==> config.mk <==
export PLATFORM = sky130hd
export DESIGN_NAME = lpmr_ctrl
export DESIGN_NICKNAME = d
export VERILOG_FILES = /design/src/lpmr_pkg.sv /design/src/lpmr_ctrl.sv
export SDC_FILE = /design/constraint.sdc
export NUM_CORES = 1
export LEC_CHECK = 0
export ABC_AREA = 1
export BUFFER_PORTS_ARGS = -buffer_cell sky130_fd_sc_hd__buf_2
export CORE_AREA = 2 2 39 41
export CTS_CLUSTER_DIAMETER = 120
export CTS_CLUSTER_SIZE = 25
export DETAILED_ROUTE_END_ITERATION = 8
export DIE_AREA = 0 0 41 43
export PLACE_DENSITY = 0.59
export SYNTH_ARGS = -nofsm -noshare
export SYNTH_HDL_FRONTEND = slang
export SYNTH_SLANG_ARGS = --single-unit
==> constraint.sdc <==
create_clock -name clk -period 1.1 [get_ports clk]
set_input_delay 0.22 -clock clk [delete_from_list [all_inputs] [get_ports clk]]
set_output_delay 0.22 -clock clk [all_outputs]
set_load 0.01 [all_outputs]
==> src/lpmr_pkg.sv <==
// Package: word types, status codes and controller/datapath interface structs.
`timescale 1ns / 1ps
package lpmr_pkg;

	localparam int HEADER_BYTES = 4;

	localparam logic [1:0] OP_BEGIN = 2'd0;
	localparam logic [1:0] OP_PUSH  = 2'd1;
	localparam logic [1:0] OP_POP   = 2'd2;
	localparam logic [1:0] OP_NONE  = 2'd3;

	localparam logic [1:0] ST_OK    = 2'd0;
	localparam logic [1:0] ST_FULL  = 2'd1;
	localparam logic [1:0] ST_EMPTY = 2'd2;
	localparam logic [1:0] ST_SEQ   = 2'd3;

	typedef struct packed {
		logic [1:0] operation;
		logic [9:0] msg_length;
		logic [7:0] data_in;
		logic [9:0] read_limit;
	} in_t;

	typedef struct packed {
		logic [1:0] status;
		logic [7:0] data_out;
		logic [9:0] popped_length;
		logic       first_byte;
		logic       last_byte;
		logic       kept;
		logic [9:0] free_bytes;
		logic       is_empty;
	} out_t;

	typedef struct packed {
		logic       load;
		logic       hdr0;
		logic       hdr1;
		logic       push;
		logic       rd_h0;
		logic       rd_h1;
		logic       hdr_take;
		logic       pop_chk;
		logic       pl_take;
		logic       set_status;
		logic [1:0] status;
		logic       emit;
	} cmd_t;

	typedef struct packed {
		logic [1:0] op;
		logic       wl_zero;
		logic       rl_zero;
		logic       empty;
		logic       room;
		logic       out_free;
	} stat_t;

endpackage

==> src/lpmr_ctrl.sv <==
// Controller: sequences memory accesses and pointer updates for one word.
`timescale 1ns / 1ps
module lpmr_ctrl import lpmr_pkg::*; (
	input  logic  clk,
	input  logic  arst_n,
	input  logic  in_valid,
	output logic  in_ready,
	input  stat_t st,
	output cmd_t  cmd
);

	typedef enum logic [2:0] {
		S_IDLE, S_EXEC, S_HDR1, S_RDH1, S_RDH2, S_POP, S_POPD, S_DONE
	} state_t;

	state_t state_q, state_d;

	assign in_ready = (state_q == S_IDLE);

	always_comb begin
		cmd = '0;
		state_d = state_q;
		case (state_q)
			S_IDLE: begin
				if (in_valid) begin
					cmd.load = 1'b1;
					state_d = S_EXEC;
				end
			end
			S_EXEC: begin
				state_d = S_DONE;
				case (st.op)
					OP_BEGIN: begin
						if (!st.wl_zero) begin
							cmd.set_status = 1'b1;
							cmd.status = ST_SEQ;
						end else if (!st.room) begin
							cmd.set_status = 1'b1;
							cmd.status = ST_FULL;
						end else begin
							cmd.hdr0 = 1'b1;
							state_d = S_HDR1;
						end
					end
					OP_PUSH: begin
						if (st.wl_zero) begin
							cmd.set_status = 1'b1;
							cmd.status = ST_SEQ;
						end else begin
							cmd.push = 1'b1;
						end
					end
					OP_POP: begin
						if (st.rl_zero && st.empty) begin
							cmd.set_status = 1'b1;
							cmd.status = ST_EMPTY;
						end else if (st.rl_zero) begin
							cmd.rd_h0 = 1'b1;
							state_d = S_RDH1;
						end else begin
							state_d = S_POP;
						end
					end
					default: begin
						cmd.set_status = 1'b1;
						cmd.status = ST_SEQ;
					end
				endcase
			end
			S_HDR1: begin
				cmd.hdr1 = 1'b1;
				state_d = S_DONE;
			end
			S_RDH1: begin
				cmd.rd_h1 = 1'b1;
				state_d = S_RDH2;
			end
			S_RDH2: begin
				cmd.hdr_take = 1'b1;
				state_d = S_POP;
			end
			S_POP: begin
				cmd.pop_chk = 1'b1;
				state_d = st.rl_zero ? S_DONE : S_POPD;
			end
			S_POPD: begin
				cmd.pl_take = 1'b1;
				state_d = S_DONE;
			end
			S_DONE: begin
				if (st.out_free) begin
					cmd.emit = 1'b1;
					state_d = S_IDLE;
				end
			end
			default: state_d = S_IDLE;
		endcase
	end

	always_ff @(posedge clk or negedge arst_n) begin
		if (!arst_n) begin
			state_q <= S_IDLE;
		end else begin
			state_q <= state_d;
		end
	end

endmodule

Word level (Yosys, flattened, before mapping)

Cells that the tools add are included.

Word-level logic and storage cells: 51
Output and inout port bits: 14
Register bits: 3

Reductions and logical operators: 5
Multiplexer cells: 34
Equal/unequal tests: 11

Operator list:

| kind                 | count |
|---|---|
| $mux W3              | 11 |
| $pmux W3 S7          | 1 |
| $mux W1              | 19 |
| $eq A3 B3 Y1 const B | 4 |
| $pmux W3 S3          | 1 |
| $eq A3 B2 Y1 const B | 2 |
| $pmux W3 S2          | 1 |
| $ne A2 B2 Y1 const B | 2 |
| $eq A3 B1 Y1 const B | 1 |
| $logic_not A3 Y1     | 1 |
| $eq A2 B1 Y1 const B | 1 |
| $eq A2 B2 Y1 const B | 1 |
| $logic_not A2 Y1     | 1 |
| $mux W2              | 1 |
| $reduce_and A2 Y1    | 1 |
| $reduce_or A2 Y1     | 1 |
| $logic_and A1 B1 Y1  | 1 |

Depth between registers and ports, before layout

Depth in word-level cells: 4
Gate-level depth with buffers: 7

Worst setup path after synthesis

No wires, ideal clock.

Kind: reg-to-output
Start: register state_q[2]
End: output cmd[2] (netlist name)
Buffers on the path: 0
Arrival: 0.997 ns
Stages on the path, launching flop included: 6
Setup slack: -0.117 ns
Cell sequence: dfrtp_1 -> nor2_4 -> inv_2 -> nor2_2 -> inv_2 -> a21oi_1

RTL lines:

| element                | RTL line         | RTL |
|---|---|---|
| start, declared        | lpmr_ctrl.sv:16  | `state_t state_q, state_d;` |
| start signal, assigned | lpmr_ctrl.sv:104 | `state_q <= state_d;` |
| end, declared          | lpmr_ctrl.sv:9   | `output cmd_t cmd` |

==> metrics.md <==
| Metric | Value |
|---|---|
| Maximum fanout encountered on the critical timing path | 6 |
| Maximum vdd ir drop | 1.097 mV |
| IO Port Bufs | 23 |
| Synth Net Count | 74 |
| Data arrival time of the worst path | 1200 ps |
| Aggregate global-route resource usage | 12.17% |
| Run status | finished, violations left |
| Number of vias in the routed layout | 517 |
| Detailed-route vias per instance | 4.273 |
| Slew @ Worst Pin | 164.3 ps |
| Max capacitance violation total | 0 |
| Syn Inst Count | 64 |
| Share of layout cells above drive strength 1 | 59.05% |
| Data required time at the worst endpoint | 880 ps |
| Leak | 0.3873 nW |
| Capture endpoint of the worst hold path | state_q[2]$_DFFE_PN0P_ |
| Boundary Pins | 24 |
| Std-Cell Core Area | 1384 µm² |
| Die extent in x | 41 µm |
| Max-slew headroom | 88.96% |
| Max reg flops | 3 |
| Hold Path Depth | 4 |
| Die Y-Extent | 43 µm |
| Initial antenna violation count | 0 |
| Total cell area at the placement stage | 570.5 µm² |
| Fillers | 145 |
| Synth Warn # | 0 |
| Hold Slack | 312.4 ps |
| Registers with the most flip-flops | state_q: 3 flops |
| Count of nets left with antenna violations after detail routing | 0 |
| Most flop-heavy register | state_q |
| Post-DP HPWL | 830.7 µm |
| Total Routed Length | 1114 µm |
| Violations in the final reports | negative setup slack |
| Number of design-rule violations left by the first detailed-router iteration | 2 |
| Placement Rows | 14 |
| Fin. max-slew vios | 0 |
| Unique masters post-synth | 13 |
| Clock tree from TritonCTS | done |
| Global placement routability congestion | 0.8261 |
| Startpoint of the tightest hold check path | st[0] |
| Worst setup SP type | register |
| Number of clock sinks | 3 |
| Hold violation count in the final report | 0 |
| Clock skew after layout | 5.680 ps |
| Setup repair after global routing missed its margin | true |
| Critical path endpoint category | output port |
| Maximum clock rate | 704.9 MHz |
| Reg clk slew, reported paths | 30 ps |
| Later-pin clock latency in the skew report | 230 ps |
| Final critical delay including setup and external delays | 1419 ps |
| Root Buffer | sky130_fd_sc_hd__clkbuf_4 |
| Initial standard-cell utilization of the core | 24.41% |
| CTS H-Tree Depth | 1 |
| Endpoint of the worst register-to-register path | state_q[2]$_DFFE_PN0P_ |
| Category of the most critical setup path | reg2out |
| TritonCTS buffer count | 3 |
| Global route total overflow | 0 |
| Final setup viols | 14 |
| Largest net degree at the start of global routing | 7 |
| Number of detailed-routing iterations run before antenna repair | 4 |
| Average cell area after synthesis | 5.279 µm² |
| Total power divided by cell area | 2251 nW/µm² |
| Path type of the worst min-delay path | in2reg |
| Layout overhead on the synthesized area | 100.0% |
| Netlist area before placement | 337.8 µm² |
| FF-to-FF setup slack | 50 ps |
| Max Root-Sink Buffers | 2 |
| Antenna cell count | 0 |
| Count of unresolved DRC violations after routing | 0 |
| Register bit count reported by yosys | 3 |
| R2R Path Start | state_q[2]$_DFFE_PN0P_ |
| Worst Slack Setup Final | -318.6 ps |
| Post-Layout Inst Area | 675.6 µm² |
| Final Cycle Share | 129.0% |
| Depth of the worst register-to-register path | 7 |
| Via count of the first global-routing pass | 441 |
| Post-synthesis sequential area ratio | 22.22% |
| Die area | 1763 µm² |
| Routed wirelength normalized by instance count | 9.207 µm |
| Global-route wire length before repair | 1524 µm |
| Final nets | 116 |
cells in the final DEF, fill, tap and decap left out:
master	count
sky130_fd_sc_hd__o21ai_0	3
sky130_fd_sc_hd__inv_4	1
sky130_fd_sc_hd__buf_2	23
sky130_fd_sc_hd__nor2_2	7
sky130_fd_sc_hd__dfrtp_2	3
sky130_fd_sc_hd__inv_2	4
sky130_fd_sc_hd__nor3_4	1
sky130_fd_sc_hd__a21oi_2	2
sky130_fd_sc_hd__clkbuf_1	1
sky130_fd_sc_hd__nand4_1	1
sky130_fd_sc_hd__nand2_1	14
sky130_fd_sc_hd__nor2_4	1
sky130_fd_sc_hd__nor3_2	1
sky130_fd_sc_hd__buf_6	3
sky130_fd_sc_hd__dlygate4sd3_1	1
sky130_fd_sc_hd__buf_4	11
sky130_fd_sc_hd__nor3_1	2
sky130_fd_sc_hd__nand3_1	5
sky130_fd_sc_hd__nor2_1	8
sky130_fd_sc_hd__inv_1	8
sky130_fd_sc_hd__clkbuf_4	3
sky130_fd_sc_hd__nand3_2	2
per-layer routing:
metal,up-vias,share of wire (%),global-route usage (%)
li1,284,-,-
met1,215,40,14.24
met2,18,53,20.31
met3,0,6.8,1.571
met4,0,0,6.000
met5,-,0,0
metrics by stage:
step / setup slack [ps] / setup TNS, ps / total power, mW / utilization (%) / cells
6_report: -318.6 / -3876 / 1.521 / 48.82 / 121
5_1_grt: -430.1 / -5223 / 1.676 / 48.82 / 121
4_1_cts: -330.4 / -3959 / 1.377 / 45.84 / 120
3_5_place_dp: -112.9 / -615.9 / 1.084 / 41.23 / 113
3_3_place_gp: -96.34 / -523.2 / 1.088 / 41.23 / 113
2_1_floorplan: -65.27 / -336.0 / 0.6971 / - / 64
final cells by class:
| cell class | count | area [µm²] | area share (%) |
|---|---|---|---|
| repair buffers | 38 | 241.5 | 35.74 |
| flip-flops and latches | 3 | 78.83 | 11.67 |
| clock buffers | 4 | 26.28 | 3.889 |
| well taps | 16 | 20.02 | 2.963 |
| inverters | 13 | 51.30 | 7.593 |
| multi-input cells | 47 | 257.7 | 38.15 |
worst max path at each step:
stage / start / end / slack [ps] / cells past startpoint
floorplan: state_q[1]$_DFFE_PN0P_ / cmd[2] / -70 / 5
global placement: state_q[1]$_DFFE_PN0P_ / cmd[3] / -100 / 6
detailed placement: state_q[1]$_DFFE_PN0P_ / cmd[1] / -110 / 6
CTS: state_q[2]$_DFFE_PN0P_ / cmd[3] / -330 / 6
global route: state_q[1]$_DFFE_PN0P_ / cmd[3] / -430 / 6
finish: state_q[2]$_DFFE_PN0P_ / cmd[2] / -320 / 6
where the power goes:
part	internal [mW]	switching, mW
Clock	0.136	0.0552
Combinational	0.524	0.554
Sequential	0.177	0.0754
synth_stat cells:
cell | n | area [µm²]
sky130_fd_sc_hd__nand2_1 | 14 | 52.55
sky130_fd_sc_hd__nor3_1 | 4 | 20.02
sky130_fd_sc_hd__nor2_2 | 1 | 6.260
sky130_fd_sc_hd__inv_2 | 3 | 11.26
sky130_fd_sc_hd__o21ai_0 | 3 | 15.01
sky130_fd_sc_hd__buf_2 | 1 | 5.000
sky130_fd_sc_hd__dfrtp_1 | 3 | 75.07
sky130_fd_sc_hd__inv_1 | 10 | 37.54
sky130_fd_sc_hd__nand4_1 | 1 | 6.260
sky130_fd_sc_hd__a21oi_1 | 2 | 10.01
sky130_fd_sc_hd__nor2_4 | 1 | 11.26
sky130_fd_sc_hd__nand3_1 | 7 | 35.03
sky130_fd_sc_hd__nor2_1 | 14 | 52.55
worst max-delay path, stage by stage, from the launching register on:
cell                      delay (ps)
sky130_fd_sc_hd__dfrtp_2         420
sky130_fd_sc_hd__nor2_4          120
sky130_fd_sc_hd__inv_2            50
sky130_fd_sc_hd__nor2_2           80
sky130_fd_sc_hd__inv_2            80
sky130_fd_sc_hd__a21oi_2         100
sky130_fd_sc_hd__buf_2           130
cell families after synthesis:
logic type,share of synthesized area [%]
AOI/OAI and AO/OA,7.406
and+or+nand+nor,54.45
DFF,22.22
buffers and inverters,15.93
repair_timing:
item,in CTS,in global routing
pin swaps,2,4
setup buffers,2,1
hold buffers,1,0
gates resized for setup,5,9
endpoints found under the setup margin,14,16
hold endpoints to repair,3,0
Power figures use the tool's default switching activity.
